$ cat src/rtl/tclk_pkg.sv
// Package for the tempo clock generator: shared types, register codes and
// the trigger division table. Used by tclk_core and the top level.
package tclk_pkg;

  // Configuration port widths and register codes
  localparam int unsigned CfgIdxW  = 3;
  localparam int unsigned CfgDataW = 16;
  localparam logic [CfgIdxW-1:0] CFG_PERIOD   = 3'd0;
  localparam logic [CfgIdxW-1:0] CFG_PULSE    = 3'd1;
  localparam logic [CfgIdxW-1:0] CFG_DIVISION = 3'd2;
  localparam logic [CfgIdxW-1:0] CFG_TRIPLET  = 3'd3;

  // Register field widths and reset values
  localparam int unsigned PeriodW = 16;
  localparam int unsigned PulseW  = 12;
  localparam int unsigned DivIdxW = 4;
  localparam int unsigned DivW    = 9;
  localparam logic [PeriodW-1:0] PERIOD_RESET   = 16'd1000;
  localparam logic [PulseW-1:0]  PULSE_RESET    = 12'd48;
  localparam logic [DivIdxW-1:0] DIVISION_RESET = 4'd4;

  // Largest division count; the divider always stays below it
  localparam logic [DivW-1:0] DIV_MAX = 9'd384;

  // One sample tick request
  typedef struct packed {
    logic run;
    logic reset_button;
    logic sync_connected;
    logic sync_high;
  } tick_t;

  // Pulse levels of one result
  typedef struct packed {
    logic clock_out;
    logic reset_out;
    logic trigger_out;
  } pulses_t;

  // Configuration register set
  typedef struct packed {
    logic [PeriodW-1:0] period_ticks;
    logic [PulseW-1:0]  pulse_ticks;
    logic [DivIdxW-1:0] division_index;
    logic               triplet;
  } cfg_t;

  // Division count per index; indexes above eight act as eight
  function automatic logic [DivW-1:0] div_count(input logic [DivIdxW-1:0] idx,
                                                input logic trip);
    logic [DivW-1:0] n;
    n = 9'd2;
    case (idx)
      4'd0: n = 9'd384;
      4'd1: n = 9'd192;
      4'd2: n = 9'd96;
      4'd3: n = trip ? 9'd32 : 9'd48;
      4'd4: n = trip ? 9'd16 : 9'd24;
      4'd5: n = trip ? 9'd8  : 9'd12;
      4'd6: n = trip ? 9'd4  : 9'd6;
      4'd7: n = trip ? 9'd2  : 9'd3;
      default: n = trip ? 9'd1 : 9'd2;
    endcase
    return n;
  endfunction

endpackage

$ cat src/rtl/tclk_core.sv
// Per-tick state of the tempo clock: edge detectors, timer, divider and the
// three pulse counters. Depends on tclk_pkg; driven by the top level.
module tclk_core import tclk_pkg::*; #(
  parameter int unsigned TIMER_BITS = 16,
  parameter int unsigned PULSE_BITS = 12
) (
  input  logic    clk_i,
  input  logic    rst_ni,
  input  logic    step_i,
  input  tick_t   tick_i,
  input  cfg_t    cfg_i,
  output pulses_t pulses_o
);

  localparam int unsigned TW = (TIMER_BITS > PeriodW) ? TIMER_BITS : PeriodW;
  localparam int unsigned PW = (PULSE_BITS > PulseW) ? PULSE_BITS : PulseW;
  localparam logic [TIMER_BITS-1:0] TIMER_MAX = {TIMER_BITS{1'b1}};
  localparam logic [PW-1:0] PULSE_MAX_EXT = PW'({PULSE_BITS{1'b1}});

  logic                  run_prev_q, run_prev_d;
  logic                  button_prev_q, button_prev_d;
  logic                  sync_mode_prev_q, sync_mode_prev_d;
  logic                  sync_level_prev_q, sync_level_prev_d;
  logic [TIMER_BITS-1:0] tick_count_q, tick_count_d;
  logic [DivW-1:0]       divide_count_q, divide_count_d;
  logic [PULSE_BITS-1:0] clock_left_q, clock_left_d;
  logic [PULSE_BITS-1:0] reset_left_q, reset_left_d;
  logic [PULSE_BITS-1:0] trigger_left_q, trigger_left_d;

  logic [PW-1:0]         width_ext;
  logic [PULSE_BITS-1:0] width;
  logic                  run_rise, run_fall, button_rise, restart;
  logic [TIMER_BITS-1:0] tick_a, tick_b;
  logic [DivW-1:0]       div_a, div_b, div_n;
  logic [PULSE_BITS-1:0] clock_a, clock_b, reset_a, trigger_a, trigger_b;
  logic                  clock_ev, div_wrap;

  // Pulse width, saturated to the counter range
  assign width_ext = PW'(cfg_i.pulse_ticks);
  assign width     = (width_ext > PULSE_MAX_EXT) ? PULSE_BITS'(PULSE_MAX_EXT)
                                                 : PULSE_BITS'(width_ext);

  assign run_rise    = tick_i.run & ~run_prev_q;
  assign run_fall    = ~tick_i.run & run_prev_q;
  assign button_rise = tick_i.reset_button & ~button_prev_q;
  assign restart     = run_rise | button_rise;
  assign div_n       = div_count(cfg_i.division_index, cfg_i.triplet);

  // One tick of work: restart, timer or sync edge, divider, pulse counters
  always_comb begin
    reset_a   = (restart && width > reset_left_q) ? width : reset_left_q;
    clock_a   = run_fall ? '0 : clock_left_q;
    trigger_a = run_fall ? '0 : trigger_left_q;
    tick_a    = restart ? '0 : tick_count_q;
    div_a     = restart ? '0 : divide_count_q;

    // leaving sync mode restarts the internal timer
    if (!tick_i.sync_connected && sync_mode_prev_q) begin
      tick_a = '0;
    end

    clock_ev          = 1'b0;
    tick_b            = tick_a;
    sync_level_prev_d = sync_level_prev_q;
    if (tick_i.sync_connected) begin
      clock_ev          = tick_i.run & tick_i.sync_high & ~sync_level_prev_q;
      sync_level_prev_d = tick_i.sync_high;
    end else if (tick_i.run) begin
      if (tick_a != TIMER_MAX) begin
        tick_b = tick_a + 1'b1;
      end
      if (TW'(tick_b) >= TW'(cfg_i.period_ticks)) begin
        tick_b   = '0;
        clock_ev = 1'b1;
      end
    end

    // divider and clock pulse
    clock_b   = clock_a;
    trigger_b = trigger_a;
    div_b     = div_a;
    div_wrap  = 1'b0;
    if (clock_ev) begin
      if (width > clock_a) begin
        clock_b = width;
      end
      div_b = div_a + 1'b1;
      if (div_b >= div_n) begin
        div_b    = '0;
        div_wrap = 1'b1;
      end
    end
    if (div_wrap && width > trigger_a) begin
      trigger_b = width;
    end

    // pulse levels: high while the counter is nonzero, then count down
    pulses_o.clock_out   = (clock_b != '0);
    pulses_o.reset_out   = (reset_a != '0);
    pulses_o.trigger_out = (trigger_b != '0);
    clock_left_d   = clock_b - PULSE_BITS'(pulses_o.clock_out);
    reset_left_d   = reset_a - PULSE_BITS'(pulses_o.reset_out);
    trigger_left_d = trigger_b - PULSE_BITS'(pulses_o.trigger_out);

    tick_count_d     = tick_b;
    divide_count_d   = div_b;
    run_prev_d       = tick_i.run;
    button_prev_d    = tick_i.reset_button;
    sync_mode_prev_d = tick_i.sync_connected;
  end

  // State registers, updated once per processed tick
  always_ff @(posedge clk_i or negedge rst_ni) begin
    if (!rst_ni) begin
      run_prev_q        <= 1'b0;
      button_prev_q     <= 1'b0;
      sync_mode_prev_q  <= 1'b0;
      sync_level_prev_q <= 1'b0;
      tick_count_q      <= '0;
      divide_count_q    <= '0;
      clock_left_q      <= '0;
      reset_left_q      <= '0;
      trigger_left_q    <= '0;
    end else if (step_i) begin
      run_prev_q        <= run_prev_d;
      button_prev_q     <= button_prev_d;
      sync_mode_prev_q  <= sync_mode_prev_d;
      sync_level_prev_q <= sync_level_prev_d;
      tick_count_q      <= tick_count_d;
      divide_count_q    <= divide_count_d;
      clock_left_q      <= clock_left_d;
      reset_left_q      <= reset_left_d;
      trigger_left_q    <= trigger_left_d;
    end
  end

  // Divider never reaches the largest table count
  assert property (@(posedge clk_i) disable iff (!rst_ni) divide_count_q < DIV_MAX)
    else $error("divider out of range");

  // Run falling cancels clock and trigger pulses
  assert property (@(posedge clk_i) disable iff (!rst_ni)
    step_i && !tick_i.run && run_prev_q |=> clock_left_q == '0 && trigger_left_q == '0)
    else $error("pulses not cancelled on stop");

  // A restart by a run rise leaves the timer and divider at most one step from zero
  assert property (@(posedge clk_i) disable iff (!rst_ni)
    step_i && tick_i.run && !run_prev_q |=> tick_count_q <= TIMER_BITS'(1) &&
    divide_count_q <= DivW'(1))
    else $error("restart did not clear timer and divider");

endmodule

$ cat src/rtl/tempo_clock_with_sync_and_divider.sv
// Tempo clock generator top level: handshakes, configuration registers,
// input and result registers. Depends on tclk_pkg and tclk_core.
//
//   channel  | direction | handshake            | payload
//   ---------+-----------+----------------------+----------------------------------
//   in       | sink      | in_valid_i/in_ready_o | run, reset_button, sync_*
//   out      | source    | out_valid_o/out_ready_i | clock_out, reset_out, trigger_out
//   cfg      | sink      | cfg_valid_i/cfg_ready_o | cfg_index_i, cfg_data_i
//
// One tick request per cycle sustained while the output is not stalled; a result
// passes the input register, then the tick logic and the result register.
// Reset clears all tick state and loads the default register values.
// A stalled result holds; the input register still takes one more request,
// and only then does in_ready_o drop. cfg_ready_o is always high.
module tempo_clock_with_sync_and_divider import tclk_pkg::*; #(
  parameter int unsigned TIMER_BITS = 16,
  parameter int unsigned PULSE_BITS = 12
) (
  input  logic                clk_i,
  input  logic                rst_ni,
  input  logic                in_valid_i,
  output logic                in_ready_o,
  input  logic                run_i,
  input  logic                reset_button_i,
  input  logic                sync_connected_i,
  input  logic                sync_high_i,
  output logic                out_valid_o,
  input  logic                out_ready_i,
  output logic                clock_out_o,
  output logic                reset_out_o,
  output logic                trigger_out_o,
  input  logic                cfg_valid_i,
  output logic                cfg_ready_o,
  input  logic [CfgIdxW-1:0]  cfg_index_i,
  input  logic [CfgDataW-1:0] cfg_data_i
);

  cfg_t    cfg_q;
  logic    in_valid_q;
  tick_t   tick_q;
  logic    out_valid_q;
  pulses_t pulses_q, pulses_d;
  logic    advance;

  assign cfg_ready_o = 1'b1;

  // Configuration register decode
  always_ff @(posedge clk_i or negedge rst_ni) begin
    if (!rst_ni) begin
      cfg_q.period_ticks   <= PERIOD_RESET;
      cfg_q.pulse_ticks    <= PULSE_RESET;
      cfg_q.division_index <= DIVISION_RESET;
      cfg_q.triplet        <= 1'b0;
    end else if (cfg_valid_i) begin
      unique case (cfg_index_i)
        CFG_PERIOD:   cfg_q.period_ticks   <= cfg_data_i;
        CFG_PULSE:    cfg_q.pulse_ticks    <= cfg_data_i[PulseW-1:0];
        CFG_DIVISION: cfg_q.division_index <= cfg_data_i[DivIdxW-1:0];
        CFG_TRIPLET:  cfg_q.triplet        <= cfg_data_i[0];
        default: ;
      endcase
    end
  end

  // Pipeline control: a tick moves on when the result register is free
  assign advance    = in_valid_q & (~out_valid_q | out_ready_i);
  assign in_ready_o = ~in_valid_q | advance;

  always_ff @(posedge clk_i or negedge rst_ni) begin
    if (!rst_ni) begin
      in_valid_q  <= 1'b0;
      out_valid_q <= 1'b0;
    end else begin
      if (in_ready_o) begin
        in_valid_q <= in_valid_i;
      end
      if (~out_valid_q | out_ready_i) begin
        out_valid_q <= in_valid_q;
      end
    end
  end

  // Payload registers
  always_ff @(posedge clk_i) begin
    if (in_valid_i && in_ready_o) begin
      tick_q.run            <= run_i;
      tick_q.reset_button   <= reset_button_i;
      tick_q.sync_connected <= sync_connected_i;
      tick_q.sync_high      <= sync_high_i;
    end
    if (advance) begin
      pulses_q <= pulses_d;
    end
  end

  tclk_core #(
    .TIMER_BITS(TIMER_BITS),
    .PULSE_BITS(PULSE_BITS)
  ) u_core (
    .clk_i   (clk_i),
    .rst_ni  (rst_ni),
    .step_i  (advance),
    .tick_i  (tick_q),
    .cfg_i   (cfg_q),
    .pulses_o(pulses_d)
  );

  assign out_valid_o   = out_valid_q;
  assign clock_out_o   = pulses_q.clock_out;
  assign reset_out_o   = pulses_q.reset_out;
  assign trigger_out_o = pulses_q.trigger_out;

endmodule
$ cat config.mk
export PLATFORM = sky130hd
export DESIGN_NAME = tempo_clock_with_sync_and_divider
export DESIGN_NICKNAME = d
export VERILOG_FILES = /design/src/rtl/tclk_pkg.sv /design/src/rtl/tclk_core.sv /design/src/rtl/tempo_clock_with_sync_and_divider.sv
export SDC_FILE = /design/constraint.sdc
export NUM_CORES = 1
export LEC_CHECK = 0
export ABC_AREA = 1
export ABC_CLOCK_PERIOD_IN_PS = 12200
export CORE_MARGIN = 2
export CORE_UTILIZATION = 55
export CTS_CLUSTER_SIZE = 8
export DETAILED_ROUTE_END_ITERATION = 10
export DONT_BUFFER_PORTS = 1
export PLACE_DENSITY_LB_ADDON = 0.3
export SKIP_CTS_REPAIR_TIMING = 1
export SYNTH_ARGS = -nofsm -noshare
export SYNTH_HDL_FRONTEND = slang
export SYNTH_SLANG_ARGS = --single-unit
$ cat constraint.sdc
create_clock -name clk_i -period 12.2 [get_ports clk_i]
set_input_delay 1.83 -clock clk_i [delete_from_list [all_inputs] [get_ports clk_i]]
set_output_delay 1.83 -clock clk_i [all_outputs]
set_load 0.02 [all_outputs]
==> PnR_summary.wiki <==
{| class="wikitable"
! Metric !! Value
|-
| Final hold viol count || 0
|-
| Share of post-route cells with drive strength above 1 || approximately 8.3%
|-
| Clock latency on the worst-skew pair || about 0.37 ns
|-
| Combinational group share of total power || 54.6%
|-
| Crit path top cell by count || sky130_fd_sc_hd__nand2_1
|-
| CP Data Required Time || about 12 ns
|-
| Total wire length after detailed routing || ~20000 microns
|-
| Total via count in the routed design || about 7500
|-
| Number of global-route vias before repair || roughly 7000
|-
| Pin count of the biggest net entering global routing || approximately 100
|-
| Worst reg2reg endpoint || u_core.clock_left_q[6]
|-
| LEAKAGE || between 4 and 5 nW
|-
| Post-synthesis sequential area ratio || between 30% and 40%
|-
| Crit path kind || reg2reg
|-
| Worst min path class || reg2reg
|-
| Status || completed
|-
| Clock Pin Slew Worst Setup and Hold Paths || 0.08 ns
|-
| RSZ-0062 raised after global routing || false
|-
| Global router's overall resource usage || approximately 25%
|-
| Syn nets || between 1000 and 1500
|-
| Pre-CTS setup slack || roughly 6.4 ns
|-
| Power dissipated by switching net loads || 0.906 mW
|-
| Vertical die dimension || about 130 microns
|-
| Number of detailed-route iterations in the first pass || 7
|-
| Clock share of power || around 16%
|-
| Buffer depth of the longest clock path || 2
|-
| DR vias/cell || ~5.5
|-
| Initial DRC Count || roughly 600
|-
| Commonest cells after routing, fill and taps aside || 339 x sky130_fd_sc_hd__nand2_1, 159 x sky130_fd_sc_hd__inv_1, 103 x sky130_fd_sc_hd__nor2_1, 91 x sky130_fd_sc_hd__dfrtp_1, 86 x sky130_fd_sc_hd__nand3_1
|-
| Switching power as a share of total power || between 40% and 50%
|-
| Post-Synthesis Cell Area || roughly 8500 sq um
|-
| # H-tree levels || 3
|-
| Highest clock frequency the design can meet || between 0.15 and 0.2 GHz
|-
| Startpoint kind of the worst setup timing path || flip-flop
|-
| Clk Tree Root Cell || sky130_fd_sc_hd__clkbuf_16
|-
| Residual overflow from global routing || 0
|-
| Worst slew margin || between 20% and 30%
|-
| Async set-reset flop share out of synthesis || approximately 93%
|-
| Total half-perimeter wirelength after legalization and detailed placement || ~15000 microns
|-
| Mapped Avg Cell Area || ~7 sq um
|-
| Final worst path period share || between 40% and 50%
|-
| Peak supply drop || roughly 0.00010 V
|-
| Initial cell density of the core || about 56%
|-
| Number of enable-type register cells in the synthesized netlist || 7
|-
| Sink Count || between 100 and 150
|-
| Drt drc || 0
|-
| Timing startpoint of the critical path || tick_q[3]
|-
| Post-route worst setup slack || ~6.2 ns
|-
| Post-synthesis sequential element count || 107
|-
| Number of distinct library cells after synthesis || between 50 and 60
|-
| Worst path max stage delay || ~0.53 ns
|-
| Shortest period the worst path allows || 6.00 ns
|-
| Number of slew-limit violations in the final report || 0
|-
| Worst path slowest cell || sky130_fd_sc_hd__edfxtp_1
|-
| Placed instance count || ~1400
|-
| Max FO, Critical Path || 27
|-
| Worst clock skew || roughly 0.0093 ns
|-
| Drt wl/cell || between 10 and 15 microns
|-
| Worst hold slack after final layout || 0.484 ns
|-
| Critical Path Sink Type || flip-flop
|-
| # rows || 45
|-
| Crit Reg-Reg Startpoint || tick_q[3]
|-
| Most common flop cell mapped by yosys || sky130_fd_sc_hd__dfrtp_1
|-
| Number of buffers inserted by port buffering || 0
|-
| Setup Total Neg Slack || 0 ns
|-
| Total number of yosys warnings || 0
|-
| Arrival time of the worst setup path || between 6 and 7 ns
|-
| Internal || 0.960 mW
|-
| Core box area || between 15000 and 20000 sq um
|-
| Final layout net count || about 1300
|-
| Internal reg-to-reg setup slack || approximately 6.2 ns
|-
| I/O pins || 34
|-
| Max Cap Viol || 0
|-
| Register share of total power || between 20 and 30%
|-
| Global-route wire length before repair || between 30000 and 40000 microns
|-
| Cells on worst reg2reg path || 37
|-
| Chip width || approximately 130 microns
|-
| Clock tree from TritonCTS || yes
|-
| Least-Margin Pin Slew || between 1 and 1.5 ns
|-
| Synthesized instance count || 1215
|-
| Most common library cell in the layout ignoring fill and taps || sky130_fd_sc_hd__nand2_1
|-
| N_diodes || 0
|-
| Routability congestion estimate from global placement || ~0.93
|-
| Post-route antenna net violation count || 0
|-
| Worst Setup EP || u_core.clock_left_q[6]
|-
| Area growth from synthesis to layout || 3.45%
|-
| Count of endpoints failing setup in the final report || 0
|-
| Total die area || between 15000 and 20000 sq um
|-
| Non-filler instance count after layout || approximately 1400
|-
| Clock buffers created by TritonCTS || 9
|-
| Power density normalized to cell area || ~210 nW/um^2
|-
| Antenna violations before repair || 0
|}
## critical path, delay by kind of cell, from the launching register on
| family | cells | cell delay [ns] |
|---|---|---|
| flip-flops | 1 | 0.53 |
| adder cells (fa/ha/maj) | 4 | 0.96 |
| buffers and inverters | 6 | 0.71 |
| AND/OR/NAND/NOR | 24 | 3.09 |
| AO/OA/AOI/OAI | 2 | 0.16 |
| XOR/XNOR | 1 | 0.37 |
## kinds of logic after synthesis
logic type / share of synthesized area [%]
xor gates and xnor gates: 2.04
and+or+nand+nor: 33.1
buffers and inverters: 10.6
AOI/OAI and AO/OA: 11.6
DFF: 32.0
adders and majority gates: 10.3
other: 0.0440
muxes: 0.250
## final cells by class
type / instances / area, sq um
fillers: 1380 / 6340
multi-input cells: 893 / 4890
flip-flops and latches: 107 / 2720
inverters: 170 / 643
well taps: 188 / 235
clock buffers: 9 / 225
clock inverters: 7 / 68.8
repair buffers: 3 / 22.5
## cell usage after synthesis (7+ instances only)
cell type	instances	share of area (%)
sky130_fd_sc_hd__nand4_1	19	1.4
sky130_fd_sc_hd__nand3_1	86	5.1
sky130_fd_sc_hd__a22oi_1	7	0.62
sky130_fd_sc_hd__a21oi_1	53	3.1
sky130_fd_sc_hd__inv_1	160	7.1
sky130_fd_sc_hd__a31oi_1	14	1.0
sky130_fd_sc_hd__nor2_2	14	1.0
sky130_fd_sc_hd__nor3_1	12	0.71
sky130_fd_sc_hd__dfstp_2	9	2.8
sky130_fd_sc_hd__edfxtp_1	7	2.5
sky130_fd_sc_hd__nor2_1	103	4.5
sky130_fd_sc_hd__nand2_1	340	15
sky130_fd_sc_hd__nand2_2	14	1.0
sky130_fd_sc_hd__o21ai_1	11	0.65
sky130_fd_sc_hd__clkbuf_1	27	1.2
sky130_fd_sc_hd__o21ai_0	73	4.3
sky130_fd_sc_hd__dfrtp_1	91	27
sky130_fd_sc_hd__xor2_1	11	1.1
sky130_fd_sc_hd__xnor2_1	7	0.72
sky130_fd_sc_hd__o21a_1	7	0.62
sky130_fd_sc_hd__ha_1	70	10
sky130_fd_sc_hd__inv_2	7	0.31
## sequential cells by signal, indices dropped and copies added, names as in the netlist, 4 cells and up
signal,flops
u_core.tick_count_q,16
cfg_q,33
u_core.clock_left_q,12
u_core.reset_left_q,12
u_core.divide_count_q,9
tick_q,4
u_core.trigger_left_q,12
## power groups by stage
| stage | logic, mW | clock network (mW) | registers (mW) |
|---|---|---|---|
| floorplan | 0.838 | 0 | 0.527 |
| global placement | 0.988 | 0 | 0.554 |
| detailed placement | 1.01 | 0 | 0.555 |
| CTS | 1.01 | 0.301 | 0.551 |
| global route | 1.18 | 0.314 | 0.567 |
| finish | 1.02 | 0.295 | 0.552 |
## worst min-delay path by stage
stage,startpoint,to,slack (ns),cells past startpoint
3_3_place_gp,u_core.trigger_left_q[9],u_core.trigger_left_q[9],0.47,2
4_1_cts,u_core.reset_left_q[11],u_core.reset_left_q[11],0.49,2
6_report,u_core.reset_left_q[11],u_core.reset_left_q[11],0.48,2
3_5_place_dp,u_core.trigger_left_q[9],u_core.trigger_left_q[9],0.47,2
2_1_floorplan,u_core.reset_left_q[11],u_core.reset_left_q[11],0.45,2
5_1_grt,u_core.reset_left_q[10],u_core.reset_left_q[10],0.50,2
## stage by stage
stage / power, mW / area, sq um / utilization, %
after floorplan: 1.36 / 8510 / -
after global placement: 1.54 / 8510 / 56.2
after detailed placement: 1.56 / 8510 / 56.2
after CTS: 1.86 / 8810 / 58.2
after global routing: 2.06 / 8810 / 58.2
final: 1.87 / 8810 / 58.2
## layer usage
layer,track usage [%],vias up,wire length (microns),part of all wire [%]
met3,4.07,30,864,4.4
li1,-,3859,-,-
met4,7.69,0,354,1.8
met2,43.1,189,9500,48
met5,0,-,0,0
met1,33.3,3467,9070,46
No activity file was read; power rests on OpenSTA's default activity.
